===== src/sv/rhr_pkg.sv =====
// ----------------------------------------------------------------------------
// rhr_pkg: shared types and constants for the hue rotation pipeline
// Stage record carried down the pipe, channel and sextant codes, and the
// fixed angles used to build and rebuild the hue.
// ----------------------------------------------------------------------------
package rhr_pkg;

  localparam logic [9:0] DEG_60   = 10'd60;
  localparam logic [9:0] DEG_120  = 10'd120;
  localparam logic [9:0] DEG_180  = 10'd180;
  localparam logic [9:0] DEG_240  = 10'd240;
  localparam logic [9:0] DEG_300  = 10'd300;
  localparam logic [9:0] DEG_FULL = 10'd360;

  // floor(v / 15) == (v * RECIP15) >> 16 for every v below 4681
  localparam logic [23:0] RECIP15 = 24'd4370;

  // which channel holds the maximum (red wins ties over green, green over blue)
  typedef enum logic [1:0] {
    SEL_RED   = 2'd0,
    SEL_GREEN = 2'd1,
    SEL_BLUE  = 2'd2
  } sel_t;

  // sextant of the rotated hue
  typedef enum logic [2:0] {
    SEC_0 = 3'd0,
    SEC_1 = 3'd1,
    SEC_2 = 3'd2,
    SEC_3 = 3'd3,
    SEC_4 = 3'd4,
    SEC_5 = 3'd5
  } sector_t;

  typedef struct packed {
    logic [7:0]  red;
    logic [7:0]  green;
    logic [7:0]  blue;
    logic [7:0]  alpha;
    logic [7:0]  lo;
    logic [7:0]  dif;
    logic [8:0]  shift;
    logic        bypass;
    sel_t        sel;
    logic        neg;
    logic [13:0] rem;
    logic [13:0] dsh;
    logic [5:0]  quot;
    logic [8:0]  hue;
    sector_t     sector;
    logic [13:0] prod;
  } stage_t;

endpackage


===== src/sv/rhr_front.sv =====
// ----------------------------------------------------------------------------
// rhr_front: input stage
// Finds max, min and spread, picks the channel of the maximum, and forms the
// scaled hue numerator as magnitude and sign for the divider chain.
// ----------------------------------------------------------------------------
module rhr_front
  import rhr_pkg::*;
(
  input  logic       clk,
  input  logic       rst,
  input  logic       in_valid,
  input  logic [7:0] red_in,
  input  logic [7:0] green_in,
  input  logic [7:0] blue_in,
  input  logic [7:0] alpha_in,
  input  logic [8:0] shift,
  input  logic       ready_dn,
  output logic       ready_up,
  output logic       vld,
  output stage_t     q
);

  logic [7:0]  lo;
  logic [7:0]  hi;
  logic [7:0]  dif;
  logic [7:0]  mag;
  logic        neg;
  sel_t        sel;
  logic [13:0] num;
  stage_t      q_next;

  always_comb begin
    lo = red_in;
    if (green_in < lo) lo = green_in;
    if (blue_in < lo) lo = blue_in;
    hi = red_in;
    if (green_in > hi) hi = green_in;
    if (blue_in > hi) hi = blue_in;
    dif = hi - lo;

    if (hi == red_in) begin
      sel = SEL_RED;
      neg = green_in < blue_in;
      mag = neg ? blue_in - green_in : green_in - blue_in;
    end else if (hi == green_in) begin
      sel = SEL_GREEN;
      neg = blue_in < red_in;
      mag = neg ? red_in - blue_in : blue_in - red_in;
    end else begin
      sel = SEL_BLUE;
      neg = red_in < green_in;
      mag = neg ? green_in - red_in : red_in - green_in;
    end

    // mag * 60 as 64 - 4
    num = ({6'b0, mag} << 6) - ({6'b0, mag} << 2);

    q_next        = '0;
    q_next.red    = red_in;
    q_next.green  = green_in;
    q_next.blue   = blue_in;
    q_next.alpha  = alpha_in;
    q_next.lo     = lo;
    q_next.dif    = dif;
    q_next.shift  = shift;
    q_next.bypass = (shift == 9'd0) || (dif == 8'd0);
    q_next.sel    = sel;
    q_next.neg    = neg;
    q_next.rem    = num;
    q_next.dsh    = {1'b0, dif, 5'b0};
    q_next.quot   = '0;
  end

  assign ready_up = !vld || ready_dn;

  always_ff @(posedge clk) begin
    if (rst) begin
      vld <= 1'b0;
    end else if (ready_up) begin
      vld <= in_valid;
    end
  end

  always_ff @(posedge clk) begin
    if (ready_up && in_valid) begin
      q <= q_next;
    end
  end

endmodule


===== src/sv/rhr_div_cell.sv =====
// ----------------------------------------------------------------------------
// rhr_div_cell: one restoring division step
// Compares the partial remainder with the shifted spread, subtracts when it
// fits, shifts one quotient bit in and halves the divisor for the next cell.
// ----------------------------------------------------------------------------
module rhr_div_cell
  import rhr_pkg::*;
(
  input  logic   clk,
  input  logic   rst,
  input  logic   v_in,
  input  stage_t d_in,
  input  logic   ready_dn,
  output logic   ready_up,
  output logic   vld,
  output stage_t q
);

  logic   fits;
  stage_t q_next;

  always_comb begin
    fits        = d_in.rem >= d_in.dsh;
    q_next      = d_in;
    q_next.rem  = fits ? d_in.rem - d_in.dsh : d_in.rem;
    q_next.quot = {d_in.quot[4:0], fits};
    q_next.dsh  = d_in.dsh >> 1;
  end

  assign ready_up = !vld || ready_dn;

  always_ff @(posedge clk) begin
    if (rst) begin
      vld <= 1'b0;
    end else if (ready_up) begin
      vld <= v_in;
    end
  end

  always_ff @(posedge clk) begin
    if (ready_up && v_in) begin
      q <= q_next;
    end
  end

endmodule


===== src/sv/rhr_hue.sv =====
// ----------------------------------------------------------------------------
// rhr_hue: hue build, rotation and sextant scaling
// First register: signed quotient plus sextant offset, plus shift, wrapped
// by 360. Second register: sextant of the rotated hue and spread * offset.
// ----------------------------------------------------------------------------
module rhr_hue
  import rhr_pkg::*;
(
  input  logic   clk,
  input  logic   rst,
  input  logic   v_in,
  input  stage_t d_in,
  input  logic   ready_dn,
  output logic   ready_up,
  output logic   vld,
  output stage_t q
);

  logic       vld_a;
  stage_t     a;
  stage_t     a_next;
  logic       ready_a;
  logic [9:0] quot_w;
  logic [9:0] hraw;
  logic [9:0] hsum;
  logic [9:0] hmod;
  logic [9:0] hw;
  logic [9:0] tw;
  sector_t    sector;
  stage_t     q_next;

  always_comb begin
    quot_w = {4'b0, d_in.quot};
    case (d_in.sel)
      SEL_RED: begin
        // wrap a negative hue by a full turn
        hraw = (d_in.neg && (d_in.quot != 6'd0)) ? DEG_FULL - quot_w : quot_w;
      end
      SEL_GREEN: begin
        hraw = d_in.neg ? DEG_120 - quot_w : DEG_120 + quot_w;
      end
      SEL_BLUE: begin
        hraw = d_in.neg ? DEG_240 - quot_w : DEG_240 + quot_w;
      end
      default: begin
        hraw = '0;
      end
    endcase
    hsum       = hraw + {1'b0, d_in.shift};
    hmod       = (hsum >= DEG_FULL) ? hsum - DEG_FULL : hsum;
    a_next     = d_in;
    a_next.hue = hmod[8:0];
  end

  always_comb begin
    hw = {1'b0, a.hue};
    if (hw < DEG_60) begin
      sector = SEC_0;
      tw     = hw;
    end else if (hw < DEG_120) begin
      sector = SEC_1;
      tw     = DEG_120 - hw;
    end else if (hw < DEG_180) begin
      sector = SEC_2;
      tw     = hw - DEG_120;
    end else if (hw < DEG_240) begin
      sector = SEC_3;
      tw     = DEG_240 - hw;
    end else if (hw < DEG_300) begin
      sector = SEC_4;
      tw     = hw - DEG_240;
    end else begin
      sector = SEC_5;
      tw     = DEG_FULL - hw;
    end
    q_next        = a;
    q_next.sector = sector;
    q_next.prod   = {6'b0, a.dif} * {8'b0, tw[5:0]};
  end

  assign ready_a  = !vld || ready_dn;
  assign ready_up = !vld_a || ready_a;

  always_ff @(posedge clk) begin
    if (rst) begin
      vld_a <= 1'b0;
      vld   <= 1'b0;
    end else begin
      if (ready_up) vld_a <= v_in;
      if (ready_a) vld <= vld_a;
    end
  end

  always_ff @(posedge clk) begin
    if (ready_up && v_in) begin
      a <= a_next;
    end
    if (ready_a && vld_a) begin
      q <= q_next;
    end
  end

endmodule


===== src/sv/rhr_out.sv =====
// ----------------------------------------------------------------------------
// rhr_out: channel rebuild and output register
// Divides the scaled offset by 60 through a shift and a reciprocal multiply,
// adds the minimum, places max, min and ramp by sextant unless bypassed.
// ----------------------------------------------------------------------------
module rhr_out
  import rhr_pkg::*;
(
  input  logic   clk,
  input  logic   rst,
  input  logic   v_in,
  input  stage_t d_in,
  input  logic   ready_dn,
  output logic   ready_up,
  output logic   vld,
  output stage_t q
);

  logic [11:0] quarter;
  logic [23:0] scaled;
  logic [7:0]  ramp;
  logic [7:0]  hi;
  logic [7:0]  lo;
  stage_t      q_next;

  always_comb begin
    // x / 60 == (x / 4) / 15
    quarter = d_in.prod[13:2];
    scaled  = {12'b0, quarter} * RECIP15;
    lo      = d_in.lo;
    hi      = d_in.lo + d_in.dif;
    ramp    = d_in.lo + scaled[23:16];
    q_next  = d_in;
    if (!d_in.bypass) begin
      case (d_in.sector)
        SEC_0: begin
          q_next.red = hi;   q_next.green = ramp; q_next.blue = lo;
        end
        SEC_1: begin
          q_next.red = ramp; q_next.green = hi;   q_next.blue = lo;
        end
        SEC_2: begin
          q_next.red = lo;   q_next.green = hi;   q_next.blue = ramp;
        end
        SEC_3: begin
          q_next.red = lo;   q_next.green = ramp; q_next.blue = hi;
        end
        SEC_4: begin
          q_next.red = ramp; q_next.green = lo;   q_next.blue = hi;
        end
        SEC_5: begin
          q_next.red = hi;   q_next.green = lo;   q_next.blue = ramp;
        end
        default: begin
          q_next.red = d_in.red; q_next.green = d_in.green; q_next.blue = d_in.blue;
        end
      endcase
    end
  end

  assign ready_up = !vld || ready_dn;

  always_ff @(posedge clk) begin
    if (rst) begin
      vld <= 1'b0;
    end else if (ready_up) begin
      vld <= v_in;
    end
  end

  always_ff @(posedge clk) begin
    if (ready_up && v_in) begin
      q <= q_next;
    end
  end

endmodule


===== src/sv/rgb_hue_rotate_unit.sv =====
// ----------------------------------------------------------------------------
// rgb_hue_rotate_unit: RGBA hue rotation
// Rotates the hue of each pixel by the configured shift; alpha passes through.
// ----------------------------------------------------------------------------
// Stages, in order: front stage, six restoring divider cells, two hue stages,
// output register.
// Throughput: one pixel per clock while out_stall is low; each stage holds
// its beat only while the next one is full and stalled, so bubbles close up.
// Reset: synchronous, clears all stage valids and sets the shift to zero.
module rgb_hue_rotate_unit
  import rhr_pkg::*;
(
  input  logic       clk,
  input  logic       rst,
  input  logic       cfg_valid,
  output logic       cfg_ready,
  input  logic [8:0] hue_shift,
  input  logic       in_valid,
  output logic       in_stall,
  input  logic [7:0] red_in,
  input  logic [7:0] green_in,
  input  logic [7:0] blue_in,
  input  logic [7:0] alpha_in,
  output logic       out_valid,
  input  logic       out_stall,
  output logic [7:0] red_out,
  output logic [7:0] green_out,
  output logic [7:0] blue_out,
  output logic [7:0] alpha_out
);

  localparam int NCELL = 6;

  logic [8:0] shift;
  logic [9:0] shift_w;

  logic   front_vld;
  logic   front_ready;
  stage_t front_q;

  logic   cell_vld   [NCELL];
  logic   cell_ready [NCELL];
  stage_t cell_q     [NCELL];

  logic   hue_vld;
  logic   hue_ready;
  stage_t hue_q;

  logic   out_ready;
  stage_t out_q;

  // hold the shift already reduced modulo 360
  assign cfg_ready = 1'b1;
  assign shift_w   = {1'b0, hue_shift};

  always_ff @(posedge clk) begin
    if (rst) begin
      shift <= '0;
    end else if (cfg_valid) begin
      shift <= (shift_w >= DEG_FULL) ? 9'(shift_w - DEG_FULL) : hue_shift;
    end
  end

  rhr_front u_front (
    .clk      (clk),
    .rst      (rst),
    .in_valid (in_valid),
    .red_in   (red_in),
    .green_in (green_in),
    .blue_in  (blue_in),
    .alpha_in (alpha_in),
    .shift    (shift),
    .ready_dn (cell_ready[0]),
    .ready_up (front_ready),
    .vld      (front_vld),
    .q        (front_q)
  );

  assign in_stall = !front_ready;

  for (genvar i = 0; i < NCELL; i++) begin : g_cell
    if (i == 0) begin : g_first
      rhr_div_cell u_cell (
        .clk      (clk),
        .rst      (rst),
        .v_in     (front_vld),
        .d_in     (front_q),
        .ready_dn ((i == NCELL - 1) ? hue_ready : cell_ready[(i + 1) % NCELL]),
        .ready_up (cell_ready[i]),
        .vld      (cell_vld[i]),
        .q        (cell_q[i])
      );
    end else begin : g_next
      rhr_div_cell u_cell (
        .clk      (clk),
        .rst      (rst),
        .v_in     (cell_vld[i - 1]),
        .d_in     (cell_q[i - 1]),
        .ready_dn ((i == NCELL - 1) ? hue_ready : cell_ready[(i + 1) % NCELL]),
        .ready_up (cell_ready[i]),
        .vld      (cell_vld[i]),
        .q        (cell_q[i])
      );
    end
  end

  rhr_hue u_hue (
    .clk      (clk),
    .rst      (rst),
    .v_in     (cell_vld[NCELL - 1]),
    .d_in     (cell_q[NCELL - 1]),
    .ready_dn (out_ready),
    .ready_up (hue_ready),
    .vld      (hue_vld),
    .q        (hue_q)
  );

  rhr_out u_out (
    .clk      (clk),
    .rst      (rst),
    .v_in     (hue_vld),
    .d_in     (hue_q),
    .ready_dn (!out_stall),
    .ready_up (out_ready),
    .vld      (out_valid),
    .q        (out_q)
  );

  assign red_out   = out_q.red;
  assign green_out = out_q.green;
  assign blue_out  = out_q.blue;
  assign alpha_out = out_q.alpha;

endmodule

===== config.mk =====
export PLATFORM = sky130hd
export DESIGN_NAME = rgb_hue_rotate_unit
export DESIGN_NICKNAME = d
export VERILOG_FILES = /design/src/sv/rhr_pkg.sv /design/src/sv/rhr_front.sv /design/src/sv/rhr_div_cell.sv /design/src/sv/rhr_hue.sv /design/src/sv/rhr_out.sv /design/src/sv/rgb_hue_rotate_unit.sv
export SDC_FILE = /design/constraint.sdc
export NUM_CORES = 1
export LEC_CHECK = 0
export BUFFER_PORTS_ARGS = -buffer_cell sky130_fd_sc_hd__buf_2
export CAP_MARGIN = 0
export CELL_PAD_IN_SITES_DETAIL_PLACEMENT = 1
export CELL_PAD_IN_SITES_GLOBAL_PLACEMENT = 1
export CORE_MARGIN = 3
export CORE_UTILIZATION = 57
export DETAILED_ROUTE_END_ITERATION = 6
export PLACE_DENSITY = 0.85
export SLEW_MARGIN = 20
export SYNTH_ARGS = -nofsm -noshare
export SYNTH_HDL_FRONTEND = slang
export SYNTH_SLANG_ARGS = --single-unit

===== constraint.sdc =====
create_clock -name clk -period 20.6 [get_ports clk]
set_input_delay 3.09 -clock clk [delete_from_list [all_inputs] [get_ports clk]]
set_output_delay 3.09 -clock clk [all_outputs]
set_load 0.05 [all_outputs]

After elaboration in Yosys (flattened, before gate mapping)
Index checks and enable logic that the tools add are counted.
{"block": "totals", "ff_bits": 707, "input_bits": 46, "output_inout_bits": 35, "word_cells": 250}
{"block": "classes", "n_addsub": 28, "multipliers": 2, "magnitude_cmp": 20, "eq_ne": 9, "muxes": 34, "reduce_logical": 41}
{"cell": "$pmux 24 s6", "count": 1}
{"cell": "$mux 8", "count": 9}
{"cell": "$mux 14", "count": 5}
{"cell": "$sub 8x8->8", "count": 7}
{"cell": "$lt 8x8->1", "count": 5}
{"cell": "$mux 10", "count": 3}
{"cell": "$mux 6", "count": 5}
{"cell": "$pmux 10 s3", "count": 1}
{"cell": "$sub 14x10->14", "count": 2}
{"cell": "$mux 24", "count": 1}
{"cell": "$mul 12x12->23 const B", "count": 1}
{"cell": "$lt 9x8->1 const B", "count": 2}
{"cell": "$mux 9", "count": 2}
{"cell": "$sub 6x6->6 const A", "count": 3}
{"cell": "$sub 9x9->9 const B", "count": 2}
{"cell": "$add 8x8->8", "count": 2}
{"cell": "$eq 8x8->1", "count": 2}
{"cell": "$gt 8x8->1", "count": 2}
{"cell": "$ge 14x10->1", "count": 1}
{"cell": "$ge 14x11->1", "count": 1}
{"cell": "$ge 14x12->1", "count": 1}
{"cell": "$ge 14x13->1", "count": 1}
{"cell": "$ge 14x8->1", "count": 1}
{"cell": "$ge 14x9->1", "count": 1}
{"cell": "other kinds (34)", "count": 73}

Depth between registers and ports, before layout
{"block": "logic_depth", "word_depth": 12, "ltp_mapped": 30, "depth_no_buf": 30}

Hierarchy
From an unflattened synthesis, not the netlist that was laid out.
{"block": "hier_totals", "cells_unflattened": 3431, "hier_area_um2": 51658.3}
{"mod": "rhr_div_cell (g_cell[0].g_first.u_cell ...)", "n_inst": 4, "cells_per_inst": 262, "area_per_inst_um2": 4693.3, "seq_area_each_um2": 3623.5}
{"mod": "rhr_hue", "n_inst": 1, "cells_per_inst": 645, "area_per_inst_um2": 9957.0, "seq_area_each_um2": 6796.5}
{"mod": "rhr_div_cell (g_cell[3].g_next.u_cell ...)", "n_inst": 2, "cells_per_inst": 240, "area_per_inst_um2": 4578.1, "seq_area_each_um2": 3623.5}
{"mod": "rhr_out", "n_inst": 1, "cells_per_inst": 552, "area_per_inst_um2": 6801.5, "seq_area_each_um2": 3653.5}
{"mod": "rhr_front", "n_inst": 1, "cells_per_inst": 642, "area_per_inst_um2": 6421.2, "seq_area_each_um2": 2212.1}
{"mod": "rgb_hue_rotate_unit", "n_inst": 1, "cells_per_inst": 64, "area_per_inst_um2": 549.3, "seq_area_each_um2": 180.2}

Least setup slack after synthesis
Ideal clock, no wire load.
{"block": "synth_path", "path_type": "in2reg", "start": "input port out_stall", "end": "register g_cell[4].g_next.u_cell.q[100] (netlist name) (enable)", "setup_ns": 0.637, "arrival_time_ns": 9.363, "required_ns": 19.963, "setup_slack_ns": 10.600, "cell_stages": 4, "path_buffers": 1, "cell_sequence": "and3_1 and3_1 clkbuf_1 a21boi_0"}
{"block": "synth_between", "elab_chain_len": 7}
{"element": "from (decl)", "line": "rgb_hue_rotate_unit.sv:25", "rtl": "input logic out_stall,"}
{"element": "$logic_not 1->1", "line": "rgb_hue_rotate_unit.sv:123", "rtl": ".ready_dn (!out_stall),"}
{"element": "$logic_or 1x1->1", "line": "rhr_out.sv:61", "rtl": "assign ready_up = !vld || ready_dn;"}
{"element": "$logic_or 1x1->1", "line": "rhr_hue.sv:81", "rtl": "assign ready_a = !vld || ready_dn;"}
{"element": "$logic_or 1x1->1", "line": "rhr_hue.sv:82", "rtl": "assign ready_up = !vld_a || ready_a;"}
{"element": "$logic_or 1x1->1 (2 in series)", "line": "rhr_div_cell.sv:30", "rtl": "assign ready_up = !vld || ready_dn;"}
{"element": "$logic_and 1x1->1", "line": "rhr_div_cell.sv:41", "rtl": "if (ready_up && v_in) begin"}
{"element": "to (signal assigned)", "line": "rhr_div_cell.sv:42", "rtl": "q <= q_next;"}
{"element": "to (decl)", "line": "rhr_div_cell.sv:16", "rtl": "output stage_t q"}
No other way between the ends.
A chain may end at the register's enable or synchronous reset.

Final worst setup path
{"block": "layout_path", "start": "input port red_in[1]", "end": "register u_front.q[57] (netlist name), data pin"}
{"block": "layout_between", "elab_chain_len": 8, "word_cells_on_any_way": 17, "classes_between": "add/sub: 5; order compare: 4; eq/ne: 2; mux: 6"}
{"element": "from (decl)", "line": "rgb_hue_rotate_unit.sv:20", "rtl": "input logic [7:0] red_in,"}
{"element": "$gt 8x8->1", "line": "rhr_front.sv:37", "rtl": "if (green_in > hi) hi = green_in;"}
{"element": "$mux 8", "line": "rhr_front.sv:37"}
{"element": "$gt 8x8->1", "line": "rhr_front.sv:38", "rtl": "if (blue_in > hi) hi = blue_in;"}
{"element": "$mux 8", "line": "rhr_front.sv:38"}
{"element": "$eq 8x8->1", "line": "rhr_front.sv:45", "rtl": "end else if (hi == green_in) begin"}
{"element": "$mux 8", "line": "rhr_front.sv:45"}
{"element": "$mux 8 *", "line": "rhr_front.sv:41", "rtl": "if (hi == red_in) begin"}
{"element": "$sub 14x10->14 *", "line": "rhr_front.sv:56", "rtl": "num = ({6'b0, mag} << 6) - ({6'b0, mag} << 2);"}
{"element": "net u_front.num[11]", "line": "rhr_front.sv:29", "rtl": "logic [13:0] num;"}
{"element": "to (signal assigned)", "line": "rhr_front.sv:86", "rtl": "q <= q_next;"}
{"element": "to (decl)", "line": "rhr_front.sv:20", "rtl": "output stage_t q"}
Mark *: on every way through the listed nets, which the timed path passes. The rest lies on a longest branch.

==> results.cfg <==
[setup_path]
critPathTopFamily = simple AND/OR/NAND/NOR gates
r2r-end = u_hue.q[13]$_DFFE_PP_
timing.rr.start = u_hue.a[21]$_DFFE_PP_
crit_fanout = 19
crit_top_cell = nor2_1
r2r_setup_slack_ps = 13020
cp.arrival_ps = 9700
cp.required_ps = 21030
path_class = input port to flop
path_buf_inv = 2
slowest_stage = nor2_2
end_kind = flop
critPathLaunchType = input port
reg2reg_depth = 29
slowest_delay_ps = 650
crit_chain = buf_2 -> inv_1 -> fa_1 -> a211oi_1 -> o21ai_2 -> o21ba_2 -> nor2_1 -> a21oi_1 -> ha_1 -> nand4_1 -> nor2_1 -> nor2b_1 -> nor2_2 -> mux2i_1 -> nor2_2 -> mux2_2 -> nor2_1 -> or2_2 -> ha_1 -> nand2_1 -> a2111oi_4 -> a211oi_2 -> o21ai_1 -> xor2_1

[floorplanning]
core_sq_um = 56930
std_cell_rows = 87
die_h_um = 247.0
ioPinCount = 81
die_w_um = 247.0
die_area_sq_um = 61000
initial_core_util_pct = 58.14

[final_layout]
fin_area_sq_um = 36790
antenna-diode-count = 0
multiInputGateArea_sq_um = 11540
stdcell_count = 3378
seq_area_sq_um = 20650
layout-drive-gt1-share_pct = 9.497
nets = 2902
areaGrowthSynthToFinish_pct = 11.16
num-fill-cells = 5366

[synthesis]
synth-edff-count = 675
synth.top_cell.area_share_pct = 61.24
syn_area_per_cell_sq_um = 13.54
syn_nets = 2782
ys_seq_area_share_pct = 62.39
ys_warn_count = 0
async_flop_share_pct = 0
synthCells = 2445
synth_top_area_cell = edfxtp_1
synthFlopType = edfxtp_1
syn-cell-area_sq_um = 33100
synth.ff_latch_count = 694
yosysUniqueCellTypes = 89
synth_area_leaders = edfxtp_1 (61%), ha_1 (9.2%), fa_1 (2.8%), a21oi_1 (2.6%), inv_1 (2.5%)

[pwr]
p_leak_nw = 14.17
power.density_nw_per_um2 = 98.53
peakVddDrop_uv = 63.98

[min_path]
hold_depth = 0
hold_end = g_cell[4].g_next.u_cell.q[83]$_DFFE_PP_
hp-start = g_cell[3].g_next.u_cell.q[83]$_DFFE_PP_
hp-class = flop to flop

[clock_network]
cts_setup_buffers = 0
cts_num_sinks = 694
cts-root-buf = clkbuf_16
clk_latency_ps = 620
path_clk_slew_ps = 70
cts-hold-fix-buffers = 0
cts_tree = done
cts_resized = 0
clockBufferDepth = 3
cts_buffers = 71
cts_max_level = 3

[detailed_routing]
ant_nets = 0
drt-vias-per-instance = 6.172
drt_iter0_drc = 1739
drc = 0
firstDrtPassIters = 5
routed_wirelength_um = 91090
vias = 20849
post_drt_wl_per_cell_um = 26.97

[place]
place_congestion = 0.9271
dpl_worst_slack_ps = 10800
hpwl_um = 57780
dp.cells = 3247
dpl_cell_area_sq_um = 34460
io_buffers = 79

[status]
status = finished clean

[sta]
fin_setup_tns_ps = 0
fin_worst_skew_ps = 29.97
setup_viol = 0
slew_headroom_pct = 27.12
slew_viol_final = 0
worst_slack_ps = 11330
fmax_ghz = 0.1079
rsz0062_at_grt = no
finalHoldViolCount = 0
fin_crit_ps = 9268
min_period_over_period_pct = 44.99
worstMarginPinSlew_ps = 1093

[run]
drv_cap = 0

[global_routing]
grt.overflow.total = 0
grt_max_degree = 78
grt_pass1_vias = 23176
antenna_found_initial = 0
grt_pass1_wl_um = 139100
grt_usage_pct = 30.46
-- state kept, by name (all words and copies together) (netlist names), 5 cells and up --
register                  count
g_cell.g_next.u_cell.vld      5
g_cell.g_next.u_cell.q      374
u_hue.a                      58
g_cell.g_first.u_cell.q      74
u_front.q                    73
u_out.q                      32
u_hue.q                      64
shift                         9
-- stage by stage --
stage	total power, mW	hold WS [ps]	utilization, %
5_1_grt	3.765	419.0	64.63
3_5_place_dp	2.322	405.6	60.53
2_1_floorplan	2.137	400.3	-
3_3_place_gp	2.269	401.3	60.53
4_1_cts	3.635	400.0	64.58
6_report	3.625	402.6	64.63
-- worst reg2reg max path, delay by kind of cell, from the launching register on --
kind / cells / cell delay [ps]
DFF: 1 / 480
buffers and inverters: 2 / 220
AOI/OAI and AO/OA: 13 / 2590
xor gates and xnor gates: 2 / 850
and+or+nand+nor: 7 / 880
adders and majority gates: 5 / 2260
-- worst max path at each step --
| stage | start | endpoint | slack, ps | depth (start not counted) |
|---|---|---|---|---|
| final | red_in[1] | u_front.q[57]$_DFFE_PP_ | 11330 | 24 |
| after global placement | red_in[1] | u_front.q[58]$_DFFE_PP_ | 11050 | 23 |
| after CTS | red_in[1] | u_front.q[57]$_DFFE_PP_ | 11440 | 24 |
| after floorplan | out_stall | g_cell[4].g_next.u_cell.q[100]$_DFFE_PP_ | 10600 | 4 |
| after detailed placement | red_in[1] | u_front.q[57]$_DFFE_PP_ | 10800 | 24 |
| after global routing | red_in[1] | u_front.q[57]$_DFFE_PP_ | 10890 | 24 |
-- area by class of cell --
| class | instances | share of cell area (%) |
|---|---|---|
| sequential | 694 | 56.12 |
| multi-input combinational | 1485 | 31.36 |
| clock buffer | 92 | 5.210 |
| tap | 756 | 2.571 |
| inverter | 218 | 2.224 |
| timing repair buffer | 95 | 1.455 |
| clock inverter | 38 | 1.054 |
-- layer usage --
layer	track usage [%]	wire length [um]
met5	0	0
met1	34.07	33560
met3	4.912	4409
met4	18.42	5909
met2	54.63	47220
-- report_power, final --
| group | total [mW] | switching [mW] | internal, mW |
|---|---|---|---|
| registers | 1.71 | 0.0516 | 1.66 |
| clock network | 1.30 | 0.567 | 0.731 |
| logic | 0.620 | 0.382 | 0.238 |
| total | 3.63 | 1.00 | 2.62 |
-- synthesized netlist by cell type, types with 15 or more instances --
cell type and instances:
nand2_1 117, nor2b_1 31, a21o_1 50, o21ai_0 80, fa_1 47, a21boi_0 15
a21oi_1 173, and2_1 25, o31ai_1 15, nor3_1 26, dfxtp_1 19, inv_1 218
xnor2_1 86, mux2i_1 44, nor2_1 178, edfxtp_1 675, ha_1 244, o211ai_1 16
a211oi_1 19, xor2_1 50, clkbuf_1 34, nand3_1 24, nand2b_1 30, o21bai_1 20
-- layout by cell type, fill, tap and decap left out, types with 72 or more instances in the layout --
master       n
nand2_1    117
inv_1      218
xnor2_1     86
edfxtp_1   675
o21ai_0     80
a21oi_1    172
nor2_1     176
buf_2       79
ha_1       244
clkbuf_16   72
-- cells by family after synthesis --
group / after synthesis / share of synthesized area [%]
AO/OA/AOI/OAI: 492 / 9.553
XOR/XNOR: 136 / 3.599
adder cells (fa/ha/maj): 291 / 12.07
buffers and inverters: 266 / 3.107
flip-flops: 694 / 62.39
multiplexers: 58 / 1.807
other: 1 / 0.01133
AND/OR/NAND/NOR: 507 / 7.470
(Power assumes the default switching activity.)
